### src/rtl/gid_pkg.sv
`timescale 1ns / 1ps
// ----------------------------------------------------------------------------
// gid_pkg
// Shared types, codes and helpers of the graphic item deframer.
// ----------------------------------------------------------------------------
package gid_pkg;

  // Framing sizes
  localparam int unsigned HeaderBytes = 6;
  localparam int unsigned FooterBytes = 5;
  localparam int unsigned SigDepth    = 10;
  localparam int unsigned SigIdxW     = $clog2(SigDepth + 1);

  // Result status codes
  localparam logic [2:0] StOk         = 3'd0;
  localparam logic [2:0] StBadVersion = 3'd1;
  localparam logic [2:0] StUnknownSig = 3'd2;
  localparam logic [2:0] StTruncHdr   = 3'd3;
  localparam logic [2:0] StTruncPay   = 3'd4;

  // Format codes
  localparam logic [2:0] FmtNone = 3'd0;
  localparam logic [2:0] FmtPng  = 3'd1;
  localparam logic [2:0] FmtEps  = 3'd2;
  localparam logic [2:0] FmtJpg  = 3'd3;
  localparam logic [2:0] FmtGif  = 3'd4;
  localparam logic [2:0] FmtPdf  = 3'd5;
  localparam logic [2:0] FmtTif  = 3'd6;

  // Input transfer payload
  typedef struct packed {
    logic [7:0] data_byte;
    logic       last_of_block;
    logic       first_of_file;
  } gid_in_t;

  // Result transfer payload
  typedef struct packed {
    logic [15:0] graphic_index;
    logic [2:0]  status;
    logic [2:0]  format;
    logic [31:0] payload_offset;
    logic [31:0] payload_length;
  } gid_out_t;

  // Leading payload bytes, entry 0 is the first payload byte
  typedef logic [SigDepth-1:0][7:0] gid_sig_t;

  // Merge one byte into a 32-bit field in the selected byte order
  function automatic logic [31:0] put_byte(logic [31:0] acc, logic [1:0] pos,
                                           logic [7:0] b, logic be);
    logic [31:0] res;
    if (be) begin
      res = {acc[23:0], b};
    end else begin
      res = acc | ({24'd0, b} << {pos, 3'b000});
    end
    return res;
  endfunction

endpackage

### src/rtl/gid_sniff.sv
`timescale 1ns / 1ps
// ----------------------------------------------------------------------------
// gid_sniff
// Format detection from the leading payload bytes, gated by payload length.
// ----------------------------------------------------------------------------
module gid_sniff (
  input  gid_pkg::gid_sig_t sig_i,
  input  logic [31:0]       len_i,
  output logic [2:0]        fmt_o
);
  import gid_pkg::*;

  logic is_png, is_eps_bin, is_jpg, is_gif, is_pdf, is_tif, is_eps_txt;

  // Individual signature matches
  always_comb begin
    is_png = (len_i >= 32'd8) && sig_i[0] == 8'h89 && sig_i[1] == 8'h50 &&
             sig_i[2] == 8'h4e && sig_i[3] == 8'h47;
    is_eps_bin = (len_i >= 32'd4) && sig_i[0] == 8'hc5 && sig_i[1] == 8'hd0 &&
                 sig_i[2] == 8'hd3 && sig_i[3] == 8'hc6;
    is_jpg = (len_i >= 32'd3) && sig_i[0] == 8'hff && sig_i[1] == 8'hd8 &&
             sig_i[2] == 8'hff;
    is_gif = (len_i >= 32'd6) && sig_i[0] == 8'h47 && sig_i[1] == 8'h49 &&
             sig_i[2] == 8'h46 && sig_i[3] == 8'h38 &&
             (sig_i[4] == 8'h37 || sig_i[4] == 8'h39) && sig_i[5] == 8'h61;
    is_pdf = (len_i >= 32'd5) && sig_i[0] == 8'h25 && sig_i[1] == 8'h50 &&
             sig_i[2] == 8'h44 && sig_i[3] == 8'h46 && sig_i[4] == 8'h2d;
    is_tif = (len_i >= 32'd4) &&
             ((sig_i[0] == 8'h49 && sig_i[1] == 8'h49 && sig_i[2] == 8'h2a &&
               sig_i[3] == 8'h00) ||
              (sig_i[0] == 8'h4d && sig_i[1] == 8'h4d && sig_i[2] == 8'h00 &&
               sig_i[3] == 8'h2a));
    // ten-byte text EPS header
    is_eps_txt = (len_i >= 32'd10) && sig_i[0] == 8'h25 && sig_i[1] == 8'h21 &&
                 sig_i[2] == 8'h50 && sig_i[3] == 8'h53 && sig_i[4] == 8'h2d &&
                 sig_i[5] == 8'h41 && sig_i[6] == 8'h64 && sig_i[7] == 8'h6f &&
                 sig_i[8] == 8'h62 && sig_i[9] == 8'h65;
  end

  // Priority order of the tests
  always_comb begin
    if (is_png) begin
      fmt_o = FmtPng;
    end else if (is_eps_bin) begin
      fmt_o = FmtEps;
    end else if (is_jpg) begin
      fmt_o = FmtJpg;
    end else if (is_gif) begin
      fmt_o = FmtGif;
    end else if (is_pdf) begin
      fmt_o = FmtPdf;
    end else if (is_tif) begin
      fmt_o = FmtTif;
    end else if (is_eps_txt) begin
      fmt_o = FmtEps;
    end else begin
      fmt_o = FmtNone;
    end
  end

endmodule

### src/rtl/graphic_item_deframer_core.sv
`timescale 1ns / 1ps
// ----------------------------------------------------------------------------
// graphic_item_deframer_core
// Splits a byte stream of graphics blocks into items and reports each one.
// ----------------------------------------------------------------------------
// Usage:
//   Input channel: one block byte per transfer (in_valid_i / in_stall_o), with
//   last_of_block on the final byte of a block and first_of_file restarting
//   item numbering. Output channel: one result per completed item, or per
//   block that ends inside an item (out_valid_o / out_stall_i).
//   cfg_we_i / cfg_wdata_i set the byte order of length and version fields;
//   write it only while no byte is in flight.
//   Throughput: one byte per cycle while the receiver does not stall, set by the
//   combinational update of the framing state between the input and result registers.
//   The byte that causes a result is held in the input register; the framing
//   update then writes that result into the result register.
//   Reset: framing restarts at a header, block offset 0, item number 1,
//   little-endian order; no result is pending.
//   Receiver stall: the result register holds its content; at most one more byte
//   is taken into the input register, then in_stall_o stays high until the
//   waiting result is transferred.
// ----------------------------------------------------------------------------
module graphic_item_deframer_core (
  input  logic              clk_i,
  input  logic              rst_ni,
  input  logic              cfg_we_i,
  input  logic              cfg_wdata_i,
  input  logic              in_valid_i,
  output logic              in_stall_o,
  input  gid_pkg::gid_in_t  in_data_i,
  output logic              out_valid_o,
  input  logic              out_stall_i,
  output gid_pkg::gid_out_t out_data_o
);
  import gid_pkg::*;

  // Framing phase codes
  localparam logic [1:0] PhHeader  = 2'd0;
  localparam logic [1:0] PhPayload = 2'd1;
  localparam logic [1:0] PhFooter  = 2'd2;

  logic               big_endian_q;
  logic               in_valid_q;
  gid_in_t            in_q;
  logic               out_valid_q;
  gid_out_t           out_q;

  logic [1:0]         phase_q, phase_d;
  logic [2:0]         fpos_q, fpos_d;
  logic [31:0]        len_q, len_d;
  logic [31:0]        rem_q, rem_d;
  logic [31:0]        ver_q, ver_d;
  logic [31:0]        start_q, start_d;
  logic [31:0]        boff_q, boff_d;
  logic [15:0]        cnt_q, cnt_d;
  logic [SigIdxW-1:0] sig_idx_q, sig_idx_d;
  gid_sig_t           sig_q;
  logic               sig_we;

  logic               advance;
  logic               emit;
  gid_out_t           res;
  logic [2:0]         sniff_fmt;
  logic [15:0]        cnt_eff;
  logic [31:0]        hdr_len;
  logic [31:0]        ver_base;
  logic [31:0]        rem_dec;

  // Handshake: process the held byte when the result register can take it
  assign advance     = in_valid_q && (!out_valid_q || !out_stall_i);
  assign in_stall_o  = in_valid_q && !advance;
  assign out_valid_o = out_valid_q;
  assign out_data_o  = out_q;

  // Configuration register
  always_ff @(posedge clk_i or negedge rst_ni) begin
    if (!rst_ni) begin
      big_endian_q <= 1'b0;
    end else if (cfg_we_i) begin
      big_endian_q <= cfg_wdata_i;
    end
  end

  // Input register
  always_ff @(posedge clk_i or negedge rst_ni) begin
    if (!rst_ni) begin
      in_valid_q <= 1'b0;
    end else if (in_valid_i && !in_stall_o) begin
      in_valid_q <= 1'b1;
    end else if (advance) begin
      in_valid_q <= 1'b0;
    end
  end

  always_ff @(posedge clk_i) begin
    if (in_valid_i && !in_stall_o) begin
      in_q <= in_data_i;
    end
  end

  // Format detection on the stored leading bytes
  gid_sniff u_sniff (
    .sig_i (sig_q),
    .len_i (len_q),
    .fmt_o (sniff_fmt)
  );

  // Per-byte framing update
  always_comb begin
    phase_d   = phase_q;
    fpos_d    = fpos_q;
    len_d     = len_q;
    rem_d     = rem_q;
    ver_d     = ver_q;
    start_d   = start_q;
    sig_idx_d = sig_idx_q;
    sig_we    = 1'b0;
    emit      = 1'b0;

    cnt_eff  = in_q.first_of_file ? 16'd1 : cnt_q;
    cnt_d    = cnt_eff;
    hdr_len  = (fpos_q == 3'd0) ? 32'd0 : len_q;
    ver_base = (fpos_q == 3'd0) ? 32'd0 : ver_q;
    rem_dec  = rem_q - 32'd1;

    res.graphic_index  = cnt_eff;
    res.status         = StTruncPay;
    res.format         = FmtNone;
    res.payload_offset = start_q;
    res.payload_length = len_q;

    unique case (phase_q)
      PhPayload: begin
        sig_we = (sig_idx_q < SigIdxW'(SigDepth));
        if (sig_we) begin
          sig_idx_d = sig_idx_q + SigIdxW'(1);
        end
        rem_d = rem_dec;
        if (rem_dec == 32'd0) begin
          phase_d = PhFooter;
          fpos_d  = 3'd0;
        end
        emit = in_q.last_of_block;
      end
      PhFooter: begin
        if (fpos_q < 3'(FooterBytes - 1)) begin
          ver_d  = put_byte(ver_base, fpos_q[1:0], in_q.data_byte, big_endian_q);
          fpos_d = fpos_q + 3'd1;
          emit   = in_q.last_of_block;
        end else begin
          // item complete
          emit = 1'b1;
          if (ver_q != 32'd1) begin
            res.status = StBadVersion;
          end else begin
            res.format = sniff_fmt;
            res.status = (sniff_fmt != FmtNone) ? StOk : StUnknownSig;
          end
          if (cnt_eff != 16'hffff) begin
            cnt_d = cnt_eff + 16'd1;
          end
          phase_d = PhHeader;
          fpos_d  = 3'd0;
        end
      end
      default: begin
        // header bytes 2..5 carry the payload length
        if (fpos_q >= 3'd2) begin
          hdr_len = put_byte(hdr_len, fpos_q[1:0] - 2'd2, in_q.data_byte,
                             big_endian_q);
        end
        len_d = hdr_len;
        if (fpos_q >= 3'(HeaderBytes - 1)) begin
          fpos_d    = 3'd0;
          start_d   = boff_q + 32'd1;
          sig_idx_d = '0;
          rem_d     = hdr_len;
          phase_d   = (hdr_len == 32'd0) ? PhFooter : PhPayload;
          res.payload_offset = boff_q + 32'd1;
          res.payload_length = hdr_len;
        end else begin
          fpos_d             = fpos_q + 3'd1;
          res.status         = StTruncHdr;
          res.payload_offset = 32'd0;
          res.payload_length = 32'd0;
        end
        emit = in_q.last_of_block;
      end
    endcase

    // end of block restarts framing
    if (in_q.last_of_block) begin
      phase_d = PhHeader;
      fpos_d  = 3'd0;
      boff_d  = 32'd0;
    end else begin
      boff_d  = boff_q + 32'd1;
    end
  end

  // Framing state
  always_ff @(posedge clk_i or negedge rst_ni) begin
    if (!rst_ni) begin
      phase_q   <= PhHeader;
      fpos_q    <= 3'd0;
      len_q     <= 32'd0;
      rem_q     <= 32'd0;
      ver_q     <= 32'd0;
      start_q   <= 32'd0;
      boff_q    <= 32'd0;
      cnt_q     <= 16'd1;
      sig_idx_q <= '0;
    end else if (advance) begin
      phase_q   <= phase_d;
      fpos_q    <= fpos_d;
      len_q     <= len_d;
      rem_q     <= rem_d;
      ver_q     <= ver_d;
      start_q   <= start_d;
      boff_q    <= boff_d;
      cnt_q     <= cnt_d;
      sig_idx_q <= sig_idx_d;
    end
  end

  // Leading payload bytes
  always_ff @(posedge clk_i or negedge rst_ni) begin
    if (!rst_ni) begin
      sig_q <= '0;
    end else begin
      for (int i = 0; i < SigDepth; i++) begin
        if (advance && sig_we && sig_idx_q == SigIdxW'(i)) begin
          sig_q[i] <= in_q.data_byte;
        end
      end
    end
  end

  // Result register
  always_ff @(posedge clk_i or negedge rst_ni) begin
    if (!rst_ni) begin
      out_valid_q <= 1'b0;
    end else if (advance && emit) begin
      out_valid_q <= 1'b1;
    end else if (!out_stall_i) begin
      out_valid_q <= 1'b0;
    end
  end

  always_ff @(posedge clk_i) begin
    if (advance && emit) begin
      out_q <= res;
    end
  end

endmodule

### config.mk
export PLATFORM = sky130hd
export DESIGN_NAME = graphic_item_deframer_core
export DESIGN_NICKNAME = d
export VERILOG_FILES = /design/src/rtl/gid_pkg.sv /design/src/rtl/gid_sniff.sv /design/src/rtl/graphic_item_deframer_core.sv
export SDC_FILE = /design/constraint.sdc
export NUM_CORES = 1
export LEC_CHECK = 0
export ABC_AREA = 0
export ABC_CLOCK_PERIOD_IN_PS = 6900
export BUFFER_PORTS_ARGS = -buffer_cell sky130_fd_sc_hd__buf_2
export CAP_MARGIN = 20
export CORE_MARGIN = 8
export CORE_UTILIZATION = 35
export DETAILED_ROUTE_END_ITERATION = 8
export MAX_ROUTING_LAYER = met4
export PLACE_DENSITY = 0.56
export SLEW_MARGIN = 0
export SYNTH_ARGS = -nofsm -noshare
export SYNTH_HDL_FRONTEND = slang
export SYNTH_SLANG_ARGS = --single-unit
### constraint.sdc
create_clock -name clk_i -period 6.9 [get_ports clk_i]
set_clock_uncertainty 0.1 [all_clocks]
set_input_delay 0.69 -clock clk_i [delete_from_list [all_inputs] [get_ports clk_i]]
set_output_delay 0.69 -clock clk_i [all_outputs]
set_load 0.01 [all_outputs]
After elaboration in Yosys (flattened, before gate mapping). Cells that the tools add are included.

Register bits: 364. Word-level logic and storage cells: 233.

$add $sub $neg: 6. Order comparisons: 10. Equal/unequal tests: 52. Shift operators: 2. Mux-type cells: 49. Bitwise logic cells: 4. Reductions and logical operators: 80.

Operator list (number): $mux W32 (8); $eq A8 B7 Y1 const B (19); $mux W64 (2); $ge A32 B3 Y1 const B (3); $eq A8 B6 Y1 const B (8); $eq A8 B8 Y1 const B (8); $ge A32 B4 Y1 const B (2); $logic_not A32 Y1 (2); $mux W16 (4); $or A32 B32 Y32 (2); $pmux W32 S2 (1); $shl A8 B5 Y32 (2); $logic_and A1 B1 Y1 (54); $mux W3 (12); $add A32 B1 Y32 const B (1); $ge A32 B2 Y1 const B (1); $ne A32 B1 Y1 const B (1); $sub A32 B1 Y32 const B (1); $add A16 B1 Y16 const B (1); $eq A4 B3 Y1 const B (4); $logic_not A8 Y1 (2); $mux W2 (8); $ne A16 B16 Y1 const B (1); $pmux W3 S2 (2); other kinds (33) (54).

Longest topological paths before layout.
Word-level depth: 23. Gate-level depth with buffers: 12. Gate-level depth less buffers: 10.

By module. A second synthesis with hierarchy kept.

Cell total of the unflattened synthesis: 1755. Area total of the unflattened synthesis: 17803.3 sq um.

By module, submodules not included: graphic_item_deframer_core (times used 1, cells an instance 1654, area an instance 17078.9 sq um); gid_sniff (times used 1, cells an instance 101, area an instance 724.4 sq um).

Worst setup path before layout. No wires, ideal clock.

Path kind: reg-to-reg. Start point: reg phase_q[0]. End point: reg phase_q[0]. Library setup time: 82 ps. Arrival time: 6014 ps. Required time: 6718 ps. Path slack: 704 ps. Cell stages (with the launch flop): 9. Path buffers: 1. Clock period less this slack: 6196 ps. Path through: dfrtp_1 -> inv_1 -> ha_1 -> clkbuf_1 -> nand2_1 -> a21oi_1 -> nor2_1 -> or3_1 -> o22ai_1.

Word-level cells in the longest chain between the ends: 3.

RTL lines: start, declared (line graphic_item_deframer_core.sv:48) `logic [1:0] phase_q, phase_d;`; start signal, assigned (line graphic_item_deframer_core.sv:204) `phase_q <= PhHeader;`; start signal, assigned (line graphic_item_deframer_core.sv:214) `phase_q <= phase_d;`; $eq A2 B2 Y1 or $eq A2 B1 Y1 (tied branches) (line graphic_item_deframer_core.sv:132) `unique case (phase_q)`; $ne A3 B3 Y1 (no line), or another cell as far along; $reduce_and A4 Y1 (no line) or $mux W2 (tied branches).

Parallel ways exist; a longest one is shown, timed or not. A chain may end at the register's enable or synchronous reset.

Final worst setup path.
Start point: reg fpos_q[1]. End point: reg phase_q[1].

Word-level cells in the longest chain between the ends: 11.

RTL lines: start, declared (line graphic_item_deframer_core.sv:49) `logic [2:0] fpos_q, fpos_d;`; start signal, assigned (line graphic_item_deframer_core.sv:215) `fpos_q <= fpos_d;`; $sub A2 B2 Y2 or $logic_not A3 Y1 (tied branches) (line graphic_item_deframer_core.sv:169, graphic_item_deframer_core.sv:122); $shl A8 B5 Y32 or $mux W32 (tied branches) (line gid_pkg.sv:56, graphic_item_deframer_core.sv:122); $or A32 B32 Y32 (line gid_pkg.sv:56) `res = acc | ({24'd0, b} << {pos, 3'b000});`; $mux W32 (line gid_pkg.sv:53) `if (be) begin`; $mux W32 (line graphic_item_deframer_core.sv:168) `if (fpos_q >= 3'd2) begin`; $mux W32 (line graphic_item_deframer_core.sv:132); $logic_not A32 Y1 (line graphic_item_deframer_core.sv:178) `phase_d = (hdr_len == 32'd0) ? PhFooter : PhPayload;`; $mux W2 (line graphic_item_deframer_core.sv:178); $mux W2 (line graphic_item_deframer_core.sv:173) `if (fpos_q >= 3'(HeaderBytes - 1)) begin`; $pmux W2 S2 (line graphic_item_deframer_core.sv:132); $mux W2 (line graphic_item_deframer_core.sv:192) `if (in_q.last_of_block) begin`.

Parallel ways exist; a longest one is shown, timed or not. The select of a mux whose other input is x is not followed.

==> out/qor.yml <==
drt-initial-drc-count: 1304
io_buffers: 103
leakagePower_nw: 8.071
dr_wl_met2_microns: 23350
worst_slew_pin_slew_ps: 1042
yosysMostFrequentCell: "dfrtp_1"
cp.required_ps: 7300
start_util_pct: 35.32
ys_ff_latch: 364
pre_cts_slack_ps: 3140
hold_violations: 0
rsz0062_at_grt: "no"
drive_above_1_share_pct: 16.55
yosysWarningCount: 0
synth_edf_count: 96
ys.flop_type: "dfrtp_1"
pin_count: 104
ant_nets: 0
period_share_pct: 56.85
ctsHoldBuffers: 0
placedCellCount: 2434
finalNonFillerCells: 2516
routedWlPerCell_microns: 20.69
synthCells: 1742
setup-tns-final_ps: 0
coreArea_sq_um: 49970
path_max_fanout: 26
wl_met3_microns: 3530
postCtsSetupBuffers: 0
synth_top_area_share_pct: 37.86
clockBufferDepth: 3
wl_microns: 52070
vias: 14134
dr.pass1.iters: 5
yosys-top-cells-area: "dfrtp_1 38%, edfxtp_1 16%, o21ai_0 5.8%, mux2_2 5.2%, nand2_1 4.7%"
dpl_cell_area_sq_um: 18820
max_clock_freq_mhz: 254.9
crit_type: "flip-flop to flip-flop"
syn-cell-area_sq_um: 17650
antenna_found_initial: 0
worst_slack_ps: 2977
synth_area_per_cell_sq_um: 10.13
synthTopCellsByCount: "267 x dfrtp_1, 223 x nand2_1, 203 x o21ai_0"
gp_congestion: 0.9109
post_drt_via_cell_ratio: 5.618
clk_pin_slew_ps: 60
drv_slew: 0
htree_levels: 2
final_area_sq_um: 20340
synth.yosys.seq_area_share_pct: 54.34
fp.dieArea_sq_um: 57860
syn2layout_area_growth_pct: 15.26
cp-start-kind: "flip-flop"
synth_top_area_cell: "dfrtp_1"
place_hpwl_microns: 34410
cellPowerDensity_nw_per_um2: 379.3
top_layer: "met4"
end_kind: "flip-flop"
die_h_microns: 240.6
cts_resized: 0
grt_pass1_wl_microns: 81420
ys_async_sr_fraction_pct: 73.63
synth_cell_types: 71
ir_worst_vdd_mv: 0.1799
nets: 1840
grt_max_degree: 128
grt_pass1_vias: 13672
die_width_microns: 240.6
setup_violations: 0
critPathArrivalTime_ps: 4320
max-cap-violations: 0
synth_nets: 1772
track_usage_pct: 18.27
period_minus_slack_ps: 3923
cts-buffers-inserted: 41
drcViolationCount: 0
relSlewSlack_pct: 30.52
cts_tree: "done"
hold_class: "input pin to async pin"
ctsRootBufferMaster: "clkbuf_16"
status: "finished clean"
worstSkewPairLatency_ps: 580
num_rows: 82
cts.sinks: 364
met1_length_microns: 23750
grt.overflow.total: 0
## kinds of logic after synthesis
| logic type | share of synthesized area, % |
|---|---|
| AO/OA/AOI/OAI | 17.01 |
| XOR/XNOR | 2.283 |
| adder cells (fa/ha/maj) | 0.9926 |
| multiplexers | 5.232 |
| buffers and inverters | 3.984 |
| flip-flops | 54.34 |
| AND/OR/NAND/NOR | 16.16 |
## flip-flops by register name (all words and copies together) (netlist names)
signal,count
big_endian_q,1
boff_q,32
cnt_q,16
fpos_q,3
in_q,10
in_valid_q,1
len_q,32
out_data_o,86
out_valid_o,1
phase_q,2
rem_q,32
sig_idx_q,4
sig_q,80
start_q,32
ver_q,32
## worst max-delay path: stages, from the launching register on
cell      delay, ps
dfrtp_1         670
inv_1           310
ha_1            570
nand2b_1        430
and2_1          390
o21ai_0         150
o211a_1         190
nand4_1          90
o41ai_1         610
o21ai_0         170
o22ai_1         160
## where the power goes
| group | internal, W | leakage, nW | switching (W) | total, W |
|---|---|---|---|---|
| sequential | 0.00261 | 4.55 | 0.000497 | 0.00311 |
| combinational | 0.000856 | 2.83 | 0.00146 | 0.00232 |
| clock | 0.00137 | 0.697 | 0.000924 | 0.00229 |
| total | 0.00484 | 8.07 | 0.00288 | 0.00772 |
## area by class of cell
cell class | count | area (sq um)
multi-input cells | 1193 | 7375
repair buffers | 134 | 812.0
diodes | 1 | 2.502
fillers | 4914 | 29620
clock inverters | 18 | 244.0
well taps | 672 | 840.8
clock buffers | 58 | 1191
flip-flops and latches | 364 | 9590
inverters | 76 | 285.3
## through the flow
step / total power, W / utilization, % / hold WS, ps
6_report: 0.007716 / 40.71 / 143.3
5_1_grt: 0.008138 / 40.70 / 168.4
4_1_cts: 0.007715 / 40.53 / 160.8
3_5_place_dp: 0.005395 / 37.66 / 367.6
3_3_place_gp: 0.005362 / 37.63 / 358.5
2_1_floorplan: 0.004614 / - / 294.4
## layout by cell type (no fill, tap or decap), drive strengths merged, types with 10 or more instances in the layout
cell | Yosys | routed
or4 | 14 | 14
nor2 | 103 | 103
a32o | 11 | 11
a2bb2oi | 10 | 10
clkbuf | 100 | 60
a22o | 11 | 11
nor2b | 28 | 28
xnor2 | 22 | 22
o22ai | 73 | 73
dfrtp | 267 | 267
buf | 9 | 132
nand4 | 28 | 28
inv | 76 | 76
nand2b | 13 | 13
mux2 | 82 | 82
o221ai | 15 | 15
nand2 | 223 | 223
clkinv | 0 | 12
a22oi | 38 | 38
edfxtp | 96 | 96
o21ai | 203 | 203
o31ai | 16 | 16
and3 | 11 | 11
nor4 | 35 | 35
nor4b | 11 | 11
xor2 | 24 | 24
a21oi | 35 | 35
nor3 | 25 | 25
nand3 | 35 | 35
ha | 14 | 14
## final timing paths
| path | start | endpoint | slack (ps) | depth (start not counted) |
|---|---|---|---|---|
| worst max-delay path | fpos_q[1] | phase_q[1] | 2980 | 10 |
| worst min register to register | start_q[13] | start_q[13] | 380 | 2 |
| worst max register to register | fpos_q[1] | phase_q[1] | 2980 | 10 |
| max in group asynchronous | rst_ni | cnt_q[5] | 5130 | 2 |
| min in group clk_i | in_data_i[2] | in_q[2] | 190 | 1 |
| worst min-delay path | rst_ni | rem_q[9] | 140 | 1 |
## per-layer routing
metal  up-vias  global-route usage (%)
li1       6520                       -
met1      6994                   25.13
met2       524                   27.25
met3        96                   3.140
met4         0                   5.956
met5         -                       -
Power figures use the tool's default switching activity.
